<file path="src/hdl/hkr_pkg.sv">
// Shared types and constants for the HID keyboard report table.
// No dependencies; used by hkr_slot_cmp and hid_keyboard_report_table.
package hkr_pkg;

  localparam int unsigned SLOT_COUNT = 6;
  localparam int unsigned IDX_W      = $clog2(SLOT_COUNT);
  localparam int unsigned CODE_W     = 8;

  localparam logic [CODE_W-1:0] EMPTY_SLOT = 8'h00;
  // Modifier usages 0xE0..0xE7 share this upper code prefix
  localparam logic [4:0]        MOD_PREFIX = 5'b11100;

  typedef enum logic [1:0] {
    FUNC_DOWN = 2'd0,
    FUNC_UP   = 2'd1,
    FUNC_ALL  = 2'd2,
    FUNC_RSVD = 2'd3
  } func_e;

  typedef logic [SLOT_COUNT-1:0][CODE_W-1:0] slots_t;

  typedef struct packed {
    logic is_empty;
    logic is_match;
  } cmp_t;

endpackage

</file>
<file path="src/hdl/hkr_slot_cmp.sv">
// Shared slot compare unit: select one slot by index, test it for empty and for a code match.
// Depends on hkr_pkg.
module hkr_slot_cmp (
  input  hkr_pkg::slots_t                 slots_i,
  input  logic [hkr_pkg::IDX_W-1:0]       idx_i,
  input  logic [hkr_pkg::CODE_W-1:0]      code_i,
  output hkr_pkg::cmp_t                   cmp_o
);

  logic [hkr_pkg::CODE_W-1:0] slot_val;

  always_comb begin
    // Indexes past the last slot read as empty
    if (idx_i < hkr_pkg::IDX_W'(hkr_pkg::SLOT_COUNT)) begin
      slot_val = slots_i[idx_i];
    end else begin
      slot_val = hkr_pkg::EMPTY_SLOT;
    end
    cmp_o.is_empty = (slot_val == hkr_pkg::EMPTY_SLOT);
    cmp_o.is_match = (slot_val == code_i);
  end

endmodule

</file>
<file path="src/hdl/hid_keyboard_report_table.sv">
// Top level of the HID keyboard report table: sequencer, report state and output register.
// Depends on hkr_pkg and hkr_slot_cmp.
//
// Keeps one boot-keyboard report (eight modifier bits, six key slots) and
// applies one key event per input beat. A modifier event (usage 0xE0..0xE7)
// or a release-all goes through accept, apply and load of the output
// register. A key-down or key-up of any other code walks the six slots
// through a single shared compare unit, one slot per cycle, and so goes
// through accept, six scan steps, apply and load. That scan sets
// the rate. The block takes no new event until the current one has either
// loaded its report into the output register or been dropped. A key-down
// that finds its code already in a slot, or finds no empty slot, is dropped
// with no result beat; so is operation code 3. A key-up always yields a
// report, even when no slot matched. The output register holds the finished
// report until it is taken, and the next event may be accepted meanwhile;
// its report waits in the load step while the previous beat is still held.
module hid_keyboard_report_table (
  input  logic                        clk_i,
  input  logic                        rst_ni,
  input  logic                        in_valid_i,
  output logic                        in_ready_o,
  input  logic [1:0]                  func_i,
  input  logic [hkr_pkg::CODE_W-1:0]  key_code_i,
  output logic                        out_valid_o,
  input  logic                        out_ready_i,
  output logic [7:0]                  modifier_mask_o,
  output logic [hkr_pkg::CODE_W-1:0]  slot_key_0_o,
  output logic [hkr_pkg::CODE_W-1:0]  slot_key_1_o,
  output logic [hkr_pkg::CODE_W-1:0]  slot_key_2_o,
  output logic [hkr_pkg::CODE_W-1:0]  slot_key_3_o,
  output logic [hkr_pkg::CODE_W-1:0]  slot_key_4_o,
  output logic [hkr_pkg::CODE_W-1:0]  slot_key_5_o
);

  typedef enum logic [3:0] {
    S_IDLE  = 4'b0001,
    S_SCAN  = 4'b0010,
    S_APPLY = 4'b0100,
    S_EMIT  = 4'b1000
  } state_e;

  state_e                       state_q, state_d;
  hkr_pkg::func_e               func_q, func_d;
  logic [hkr_pkg::CODE_W-1:0]   code_q, code_d;
  logic [hkr_pkg::IDX_W-1:0]    idx_q, idx_d;
  logic                         free_vld_q, free_vld_d;
  logic [hkr_pkg::IDX_W-1:0]    free_idx_q, free_idx_d;

  // Report state
  logic [7:0]                   mods_q, mods_d;
  hkr_pkg::slots_t              slots_q, slots_d;

  // Output register
  logic                         out_valid_q, out_valid_d;
  logic                         out_load;
  logic [7:0]                   mod_out_q;
  hkr_pkg::slots_t              slot_out_q;

  hkr_pkg::cmp_t                cmp;
  logic                         in_beat;
  logic                         in_is_mod;
  logic                         cur_is_mod;
  logic                         scan_last;

  hkr_slot_cmp u_slot_cmp (
    .slots_i (slots_q),
    .idx_i   (idx_q),
    .code_i  (code_q),
    .cmp_o   (cmp)
  );

  assign in_ready_o = (state_q == S_IDLE);
  assign in_beat    = in_valid_i && in_ready_o;
  assign in_is_mod  = (key_code_i[7:3] == hkr_pkg::MOD_PREFIX);
  assign cur_is_mod = (code_q[7:3] == hkr_pkg::MOD_PREFIX);
  assign scan_last  = (idx_q == hkr_pkg::IDX_W'(hkr_pkg::SLOT_COUNT - 1));
  assign out_load   = (state_q == S_EMIT) && (!out_valid_q || out_ready_i);

  // Sequencer
  always_comb begin
    state_d    = state_q;
    func_d     = func_q;
    code_d     = code_q;
    idx_d      = idx_q;
    free_vld_d = free_vld_q;
    free_idx_d = free_idx_q;
    mods_d     = mods_q;
    slots_d    = slots_q;

    unique case (state_q)
      S_IDLE: begin
        if (in_beat) begin
          func_d     = hkr_pkg::func_e'(func_i);
          code_d     = key_code_i;
          idx_d      = '0;
          free_vld_d = 1'b0;
          free_idx_d = '0;
          priority if (hkr_pkg::func_e'(func_i) == hkr_pkg::FUNC_RSVD) begin
            state_d = S_IDLE;       // drop unused operation
          end else if (hkr_pkg::func_e'(func_i) == hkr_pkg::FUNC_ALL || in_is_mod) begin
            state_d = S_APPLY;
          end else begin
            state_d = S_SCAN;
          end
        end
      end
      S_SCAN: begin
        state_d = scan_last ? S_APPLY : S_SCAN;
        idx_d   = idx_q + hkr_pkg::IDX_W'(1);
        if (func_q == hkr_pkg::FUNC_DOWN) begin
          // First empty slot wins; any other slot equal to the code cancels (for code zero, a later empty slot)
          if (!free_vld_q && cmp.is_empty) begin
            free_vld_d = 1'b1;
            free_idx_d = idx_q;
          end else if (cmp.is_match) begin
            state_d = S_IDLE;
          end
        end else if (cmp.is_match) begin
          slots_d[idx_q] = hkr_pkg::EMPTY_SLOT;
        end
      end
      S_APPLY: begin
        state_d = S_EMIT;
        priority if (func_q == hkr_pkg::FUNC_ALL) begin
          mods_d  = '0;
          slots_d = '0;
        end else if (cur_is_mod) begin
          if (func_q == hkr_pkg::FUNC_DOWN) begin
            mods_d[code_q[2:0]] = 1'b1;
          end else begin
            mods_d[code_q[2:0]] = 1'b0;
          end
        end else if (func_q == hkr_pkg::FUNC_DOWN) begin
          if (free_vld_q) begin
            slots_d[free_idx_q] = code_q;
          end else begin
            state_d = S_IDLE;       // no room: drop the event
          end
        end else begin
          state_d = S_EMIT;         // key-up already cleared during the scan
        end
      end
      S_EMIT: begin
        if (out_load) begin
          state_d = S_IDLE;
        end
      end
      default: begin
        state_d = S_IDLE;
      end
    endcase
  end

  always_comb begin
    out_valid_d = out_valid_q;
    if (out_load) begin
      out_valid_d = 1'b1;
    end else if (out_ready_i) begin
      out_valid_d = 1'b0;
    end
  end

  always_ff @(posedge clk_i or negedge rst_ni) begin
    if (!rst_ni) begin
      state_q     <= S_IDLE;
      idx_q       <= '0;
      free_vld_q  <= 1'b0;
      mods_q      <= '0;
      slots_q     <= '0;
      out_valid_q <= 1'b0;
    end else begin
      state_q     <= state_d;
      idx_q       <= idx_d;
      free_vld_q  <= free_vld_d;
      mods_q      <= mods_d;
      slots_q     <= slots_d;
      out_valid_q <= out_valid_d;
    end
  end

  // Event payload and output payload hold no reset
  always_ff @(posedge clk_i) begin
    func_q     <= func_d;
    code_q     <= code_d;
    free_idx_q <= free_idx_d;
    if (out_load) begin
      mod_out_q  <= mods_q;
      slot_out_q <= slots_q;
    end
  end

  assign out_valid_o     = out_valid_q;
  assign modifier_mask_o = mod_out_q;
  assign slot_key_0_o    = slot_out_q[0];
  assign slot_key_1_o    = slot_out_q[1];
  assign slot_key_2_o    = slot_out_q[2];
  assign slot_key_3_o    = slot_out_q[3];
  assign slot_key_4_o    = slot_out_q[4];
  assign slot_key_5_o    = slot_out_q[5];

  // An unused operation code is dropped without leaving idle
  a_rsvd_dropped: assert property (@(posedge clk_i) disable iff (!rst_ni)
    (in_beat && func_i == hkr_pkg::FUNC_RSVD) |=> (state_q == S_IDLE))
    else $error("unused operation did not return to idle");

  // Modifier events skip the slot scan
  a_mod_no_scan: assert property (@(posedge clk_i) disable iff (!rst_ni)
    (in_beat && in_is_mod && func_i != hkr_pkg::FUNC_RSVD) |=> (state_q == S_APPLY))
    else $error("modifier event entered the slot scan");

  // Scan index stays within the slot range
  a_idx_range: assert property (@(posedge clk_i) disable iff (!rst_ni)
    (state_q == S_SCAN) |-> (idx_q < hkr_pkg::IDX_W'(hkr_pkg::SLOT_COUNT)))
    else $error("scan index past last slot");

  // A held result beat is never overwritten by the next report
  a_no_overwrite: assert property (@(posedge clk_i) disable iff (!rst_ni)
    (out_valid_q && !out_ready_i) |-> !out_load)
    else $error("report loaded over a pending beat");

endmodule

</file>
<file path="config.mk">
export PLATFORM = sky130hd
export DESIGN_NAME = hid_keyboard_report_table
export DESIGN_NICKNAME = d
export VERILOG_FILES = /design/src/hdl/hkr_pkg.sv /design/src/hdl/hkr_slot_cmp.sv /design/src/hdl/hid_keyboard_report_table.sv
export SDC_FILE = /design/constraint.sdc
export NUM_CORES = 1
export LEC_CHECK = 0
export ABC_AREA = 1
export ABC_CLOCK_PERIOD_IN_PS = 10400
export BUFFER_PORTS_ARGS = -buffer_cell sky130_fd_sc_hd__buf_4
export CAP_MARGIN = 20
export CORE_ASPECT_RATIO = 0.6
export CORE_UTILIZATION = 30
export DETAILED_ROUTE_END_ITERATION = 7
export PLACE_DENSITY_LB_ADDON = 0.3
export SLEW_MARGIN = 25
export SYNTH_ARGS = -nofsm -noshare
export SYNTH_HDL_FRONTEND = slang
export SYNTH_SLANG_ARGS = --single-unit
</file>
<file path="constraint.sdc">
create_clock -name clk_i -period 10.4 [get_ports clk_i]
set_input_delay 1.04 -clock clk_i [delete_from_list [all_inputs] [get_ports clk_i]]
set_output_delay 1.04 -clock clk_i [all_outputs]
set_load 0.02 [all_outputs]
</file>
======== After elaboration in Yosys (flattened, before gate mapping) ========
Cells that the tools add are included.
word-level totals
  flip-flop bits (word level) ............. 134
  bits of input ports ..................... 14
  output and inout port bits .............. 58
operators by class
  $add $sub $neg .......................... 1
  equality and inequality tests ........... 20
  multiplexer cells ....................... 44
  bitwise operators ....................... 5
  order comparisons ....................... 7
  reduce and logical (&&, ||, !) cells .... 22
operators with widths
  operator                                                            number
  two-way mux 48 bit                                                  6
  case mux 48 bit (2 select lines)                                    1
  two-way mux 8 bit                                                   7
  bitwise AND 48 bit                                                  1
  bitwise mux 48 bit                                                  1
  demux 8 bit (select 3 bit)                                          2
  inverter 48 bit                                                     1
  two-way mux 3 bit                                                   9
  binary-select mux 8 bit (select 3 bit)                              1
  two-way mux 4 bit                                                   6
  case mux 4 bit (4 select lines)                                     1
  less-than comparator 3 x 4 -> 1 bit (second input constant)         3
  case mux 3 bit (2 select lines)                                     2
  equality test 5 bit (second input constant)                         2
  inequality test 2 bit (second input constant)                       5
  greater-or-equal comparator 3 x 1 -> 1 bit (second input constant)  3
  inequality test 3 bit (second input constant)                       3
  bitwise AND 8 bit                                                   1
  equality test 8 bit                                                 1
  logical NOT 8 bit                                                   1
  inverter 8 bit                                                      1
  bitwise OR 8 bit                                                    1
  AND reduction 2 bit                                                 4
  nonzero test 2 bit                                                  4
  18 further kinds                                                    32

======== Longest topological paths before layout ========
  depth after elaboration ................. 10
  mapped depth ............................ 17
  gate-level depth less buffers ........... 15

======== Hierarchy ========
A second synthesis with hierarchy kept.
second synthesis, totals
  cells, all modules ...................... 840
  area, all modules ....................... 7021.7 um^2
modules (own cells, without submodules)
  module                     cells each  times used  area each (um^2)
  hid_keyboard_report_table  638         1           6088.3
  hkr_slot_cmp               202         1           933.4

======== Least setup slack after synthesis ========
No wires, ideal clock.
  path type ............................... input to register
  from .................................... input port out_ready_i
  to ...................................... register mod_out_q[0] (netlist: modifier_mask_o[0]), enable pin
  buffers on the path ..................... 0
  arrival ................................. 3.431 ns
  slack ................................... 6.500 ns
  required time ........................... 9.930 ns
  cell stages on the path ................. 2
  cells stage by stage .................... nor2_1 > nor2_1
on the way
  cells in the longest elaborated chain, start to end .. 2
ends and longest elaborated chain
  item                  line                              RTL
  start, declared       hid_keyboard_report_table.sv:25   input logic out_ready_i,
  logical OR 1 bit      hid_keyboard_report_table.sv:77   assign out_load = (state_q == S_EMIT) && (!out_valid_q || out_ready_i);
  logical AND 1 bit     hid_keyboard_report_table.sv:77
  named net out_load    hid_keyboard_report_table.sv:55   logic out_load;
  end signal, assigned  hid_keyboard_report_table.sv:187  mod_out_q <= mods_q;
  end, declared         hid_keyboard_report_table.sv:56   logic [7:0] mod_out_q;
The timed path passes the listed nets, and every way through them passes these cells.
A chain may end at the register's enable or synchronous reset.

======== Worst setup path in the final report ========
  from .................................... register idx_q[0] in the netlist's numbering
  to ...................................... register slots_q[45] in the netlist's numbering
on the way
  cells in the longest elaborated chain, start to end .. 9
  elaborated cells between the ends (all ways) .. 17
ends and longest elaborated chain
  item                                                                                                                     line                              RTL
  start, declared                                                                                                          hid_keyboard_report_table.sv:45   logic [hkr_pkg::IDX_W-1:0] idx_q, idx_d;
  start signal, assigned                                                                                                   hid_keyboard_report_table.sv:173  idx_q <= idx_d;
  less-than comparator 3 x 4 -> 1 bit (not written as such) or greater-or-equal comparator 3 x 1 -> 1 bit (tied branches)  hid_keyboard_report_table.sv:119  slots_d[idx_q] = hkr_pkg::EMPTY_SLOT;
  logical AND 1 bit (not written as such)                                                                                  hid_keyboard_report_table.sv:119
  two-way mux 8 bit (not written as such)                                                                                  hid_keyboard_report_table.sv:119
  demux 8 bit (select 3 bit)                                                                                               hid_keyboard_report_table.sv:119
  inverter 48 bit (no source line)                                                                                         --
  bitwise AND 48 bit (no source line)                                                                                      --
  two-way mux 48 bit                                                                                                       hid_keyboard_report_table.sv:118  end else if (cmp.is_match) begin
  two-way mux 48 bit                                                                                                       hid_keyboard_report_table.sv:110  if (func_q == hkr_pkg::FUNC_DOWN) begin
  case mux 48 bit (2 select lines)                                                                                         hid_keyboard_report_table.sv:90   unique case (state_q)
  end signal, assigned                                                                                                     hid_keyboard_report_table.sv:176  slots_q <= slots_d;
  end, declared                                                                                                            hid_keyboard_report_table.sv:51   hkr_pkg::slots_t slots_q, slots_d;
Parallel ways exist; a longest one is shown, timed or not. The select of a mux whose other input is x is not followed.

==> impl_results.md <==
- Outcome: complete, no violations
- Hold Buf Count CTS: 0
- Commonest non-fill, non-tap cells in the layout: nand2_1 (212), nand3_1 (98), buf_4 (74)
- CTS buffer count: 17
- Setup Skew: 0.0111 ns
- Max Cap Viol: 0
- Post-Syn Area per Cell: 8.81 um2
- Setup violators final: 0
- Ant. Diodes: 0
- Clk root buf: clkbuf_16
- Skew-Pair Late Insertion Delay: 0.43 ns
- Final layout net count: 828
- First-pass DRT Iterations: 5
- Fmax achieved: 281 MHz
- Full die area: 23,000 um2
- CTS resizes: 0
- Cells after Synth: 762
- Leakage: 3.57 nW
- Setup Buffers After CTS: 0
- Ratio of final minimum period to clock period: 0.343
- Crit Path Class: reg2reg
- Routed Antenna Nets: 0
- Placeable Area: 21,500 um2
- Req. time, crit path: 10.71 ns
- Initial antenna violation count: 0
- Wire length of the first global-routing pass: 29.9 mm
- Placed cells: 1,072
- Rows: 41
- Initial Utilization: 0.312
- Vias in the first global route: 5,216
- Final min period: 3.56 ns
- Min-delay worst type: reg2reg
- Most common cell after layout, fill and taps aside: nand2_1
- DIE WIDTH: 195 um
- Setup TNS Final: 0 ns
- Final hold slack: 0.473 ns
- Register bit total from synthesis: 134
- Worst vdd ir: 0.119 mV
- Drt wl/cell: 16.8 um
- Largest net degree at the start of global routing: 66
- Cell Area, Placed: 7400 um2
- Die height: 118 um
- Clk sink count: 134
- Routability cong.: 0.886
- Warnings, synthesis: 0
- CP Capture Type: flop
- Post-Syn Area: 6720 um2
- Crit path arrival time: 3.87 ns
- GRT Overall Usage: 0.168
- CTS H-Tree Depth: 4
- Proportion of synthesized chip area in sequential cells: 0.551
- Fin cells: 1,104
- Hpwl dp: 13.1 mm
- Num ports: 72
- Unique cell type count in the Yosys netlist: 35
- Power per cell area: 197 nW/um2
- Register clock-pin slew on the reported worst setup and hold paths: 0.07 ns
- Synth-to-layout area growth: 18.6%
- Grt ovf: 0
- Vias per inst: 5.03
- CTS max path bufs: 2
- Slew Viols, Final: 0
- Critical Path Fanout Max: 54
- WL final: 18.5 mm
- Via count: 5,550
- Post-Syn Nets: 778
- Fin area: 7970 um2
- TritonCTS clock tree: built
- Least-Margin Pin Slew: 1.05 ns
- CP startpoint kind: flop
- Share of layout cells above drive strength 1: 0.155
- Final Hold Viols: 0
- Final routed DRC violation total: 0
- PortBufs: 71
- RSZ-0062 raised after global routing: false
- Rel. slew slack: 0.295
- First DRT Iteration DRCs: 558
[cell type report]
type	instances	area [um2]
timing repair buffer	74	556
sequential	134	3700
clock inverter	14	128
clock buffer	18	429
multi-input combinational	509	2520
inverter	76	285
tap	279	349
fill	2212	13500
[cells by family after synthesis]
logic type | Yosys count | synth area share
AO/OA/AOI/OAI | 79 | 0.0740
XOR/XNOR | 1 | 0.00130
adder cells (fa/ha/maj) | 2 | 0.00373
buffers and inverters | 119 | 0.0769
flip-flops | 134 | 0.551
AND/OR/NAND/NOR | 427 | 0.293
[power by group]
part	internal [mW]	leakage (nW)	switching (mW)
clock network	0.330	0.253	0.237
registers	0.599	1.54	0.0710
logic	0.0877	1.77	0.247
[sequential cells by signal, indices dropped and copies added, names as in the netlist, 3 cells and up]
register and count:
idx_q 3, slot_key_3_o 8, slots_q 48, free_idx_q 3
mods_q 8, code_q 8, slot_key_0_o 8, slot_key_4_o 8
slot_key_5_o 8, state_q 4, slot_key_1_o 8, modifier_mask_o 8
slot_key_2_o 8
[worst paths after layout]
check                           from                 end  slack [ns]  cells after the start
max                         idx_q[0]         slots_q[45]        6.84                     15
min                        mods_q[3]  modifier_mask_o[3]        0.47                      0
max reg2reg                 idx_q[0]         slots_q[45]        6.84                     15
min reg2reg                mods_q[3]  modifier_mask_o[3]        0.47                      0
max in group asynchronous     rst_ni         slots_q[13]        9.09                      1
min in group asynchronous     rst_ni         out_valid_o        0.73                      1
[cells in the mapped netlist]
cell	number	area (um2)
nor2_1	32	120
xnor2_1	1	8.76
o31ai_1	35	263
a32oi_1	1	8.76
nor3_1	6	30.0
edfxtp_1	69	2070
a21oi_1	8	40.0
o211a_1	1	10.0
ha_1	2	25.0
nor2_2	3	18.8
o21ai_1	3	15.0
nand3_2	3	30.0
and3_1	1	6.26
buf_6	6	67.6
inv_1	70	263
o21ai_0	28	140
buf_8	1	15.0
or2_0	1	6.26
nand2_1	212	796
clkbuf_1	22	82.6
dfrtp_1	64	1600
dfstp_2	1	26.3
buf_2	11	55.1
nor2_4	1	11.3
inv_2	5	18.8
nor3_2	2	20.0
nand2_4	1	11.3
nand4_1	62	388
nand3_1	99	495
nand3_4	1	17.5
a21boi_0	1	7.51
or2_2	3	18.8
o22ai_1	2	12.5
clkinv_1	1	3.75
buf_1	3	11.3
[metrics by stage]
stage	util	total power, mW	worst slack, ns
global placement	0.344	1.00	6.85
finish	0.371	1.57	6.84
CTS	0.370	1.58	6.90
global route	0.371	1.66	6.36
floorplan	-	0.915	6.50
detailed placement	0.344	1.01	6.92
[metal layers]
| layer | routed length, um | track usage | up-vias |
|---|---|---|---|
| li1 | - | - | 2735 |
| met1 | 10200 | 0.275 | 2584 |
| met2 | 6890 | 0.213 | 211 |
| met3 | 1280 | 0.0390 | 20 |
| met4 | 177 | 0.0443 | 0 |
| met5 | 0 | 0 | - |
[worst max-delay path, stage by stage (launching register included)]
cell and delay, ns:
dfrtp_1 0.96, inv_2 0.43, nand3_4 0.26, inv_2 0.07
nand2_1 0.10, nand2_1 0.06, nor2_1 0.09, nand2_1 0.05
nand2_1 0.07, nand2_1 0.07, nor2_2 0.15, nand2_1 0.10
nand2_4 0.42, nand3_1 0.37, nand2_1 0.16, nand2_1 0.05
No activity file was read; power rests on OpenSTA's default activity.
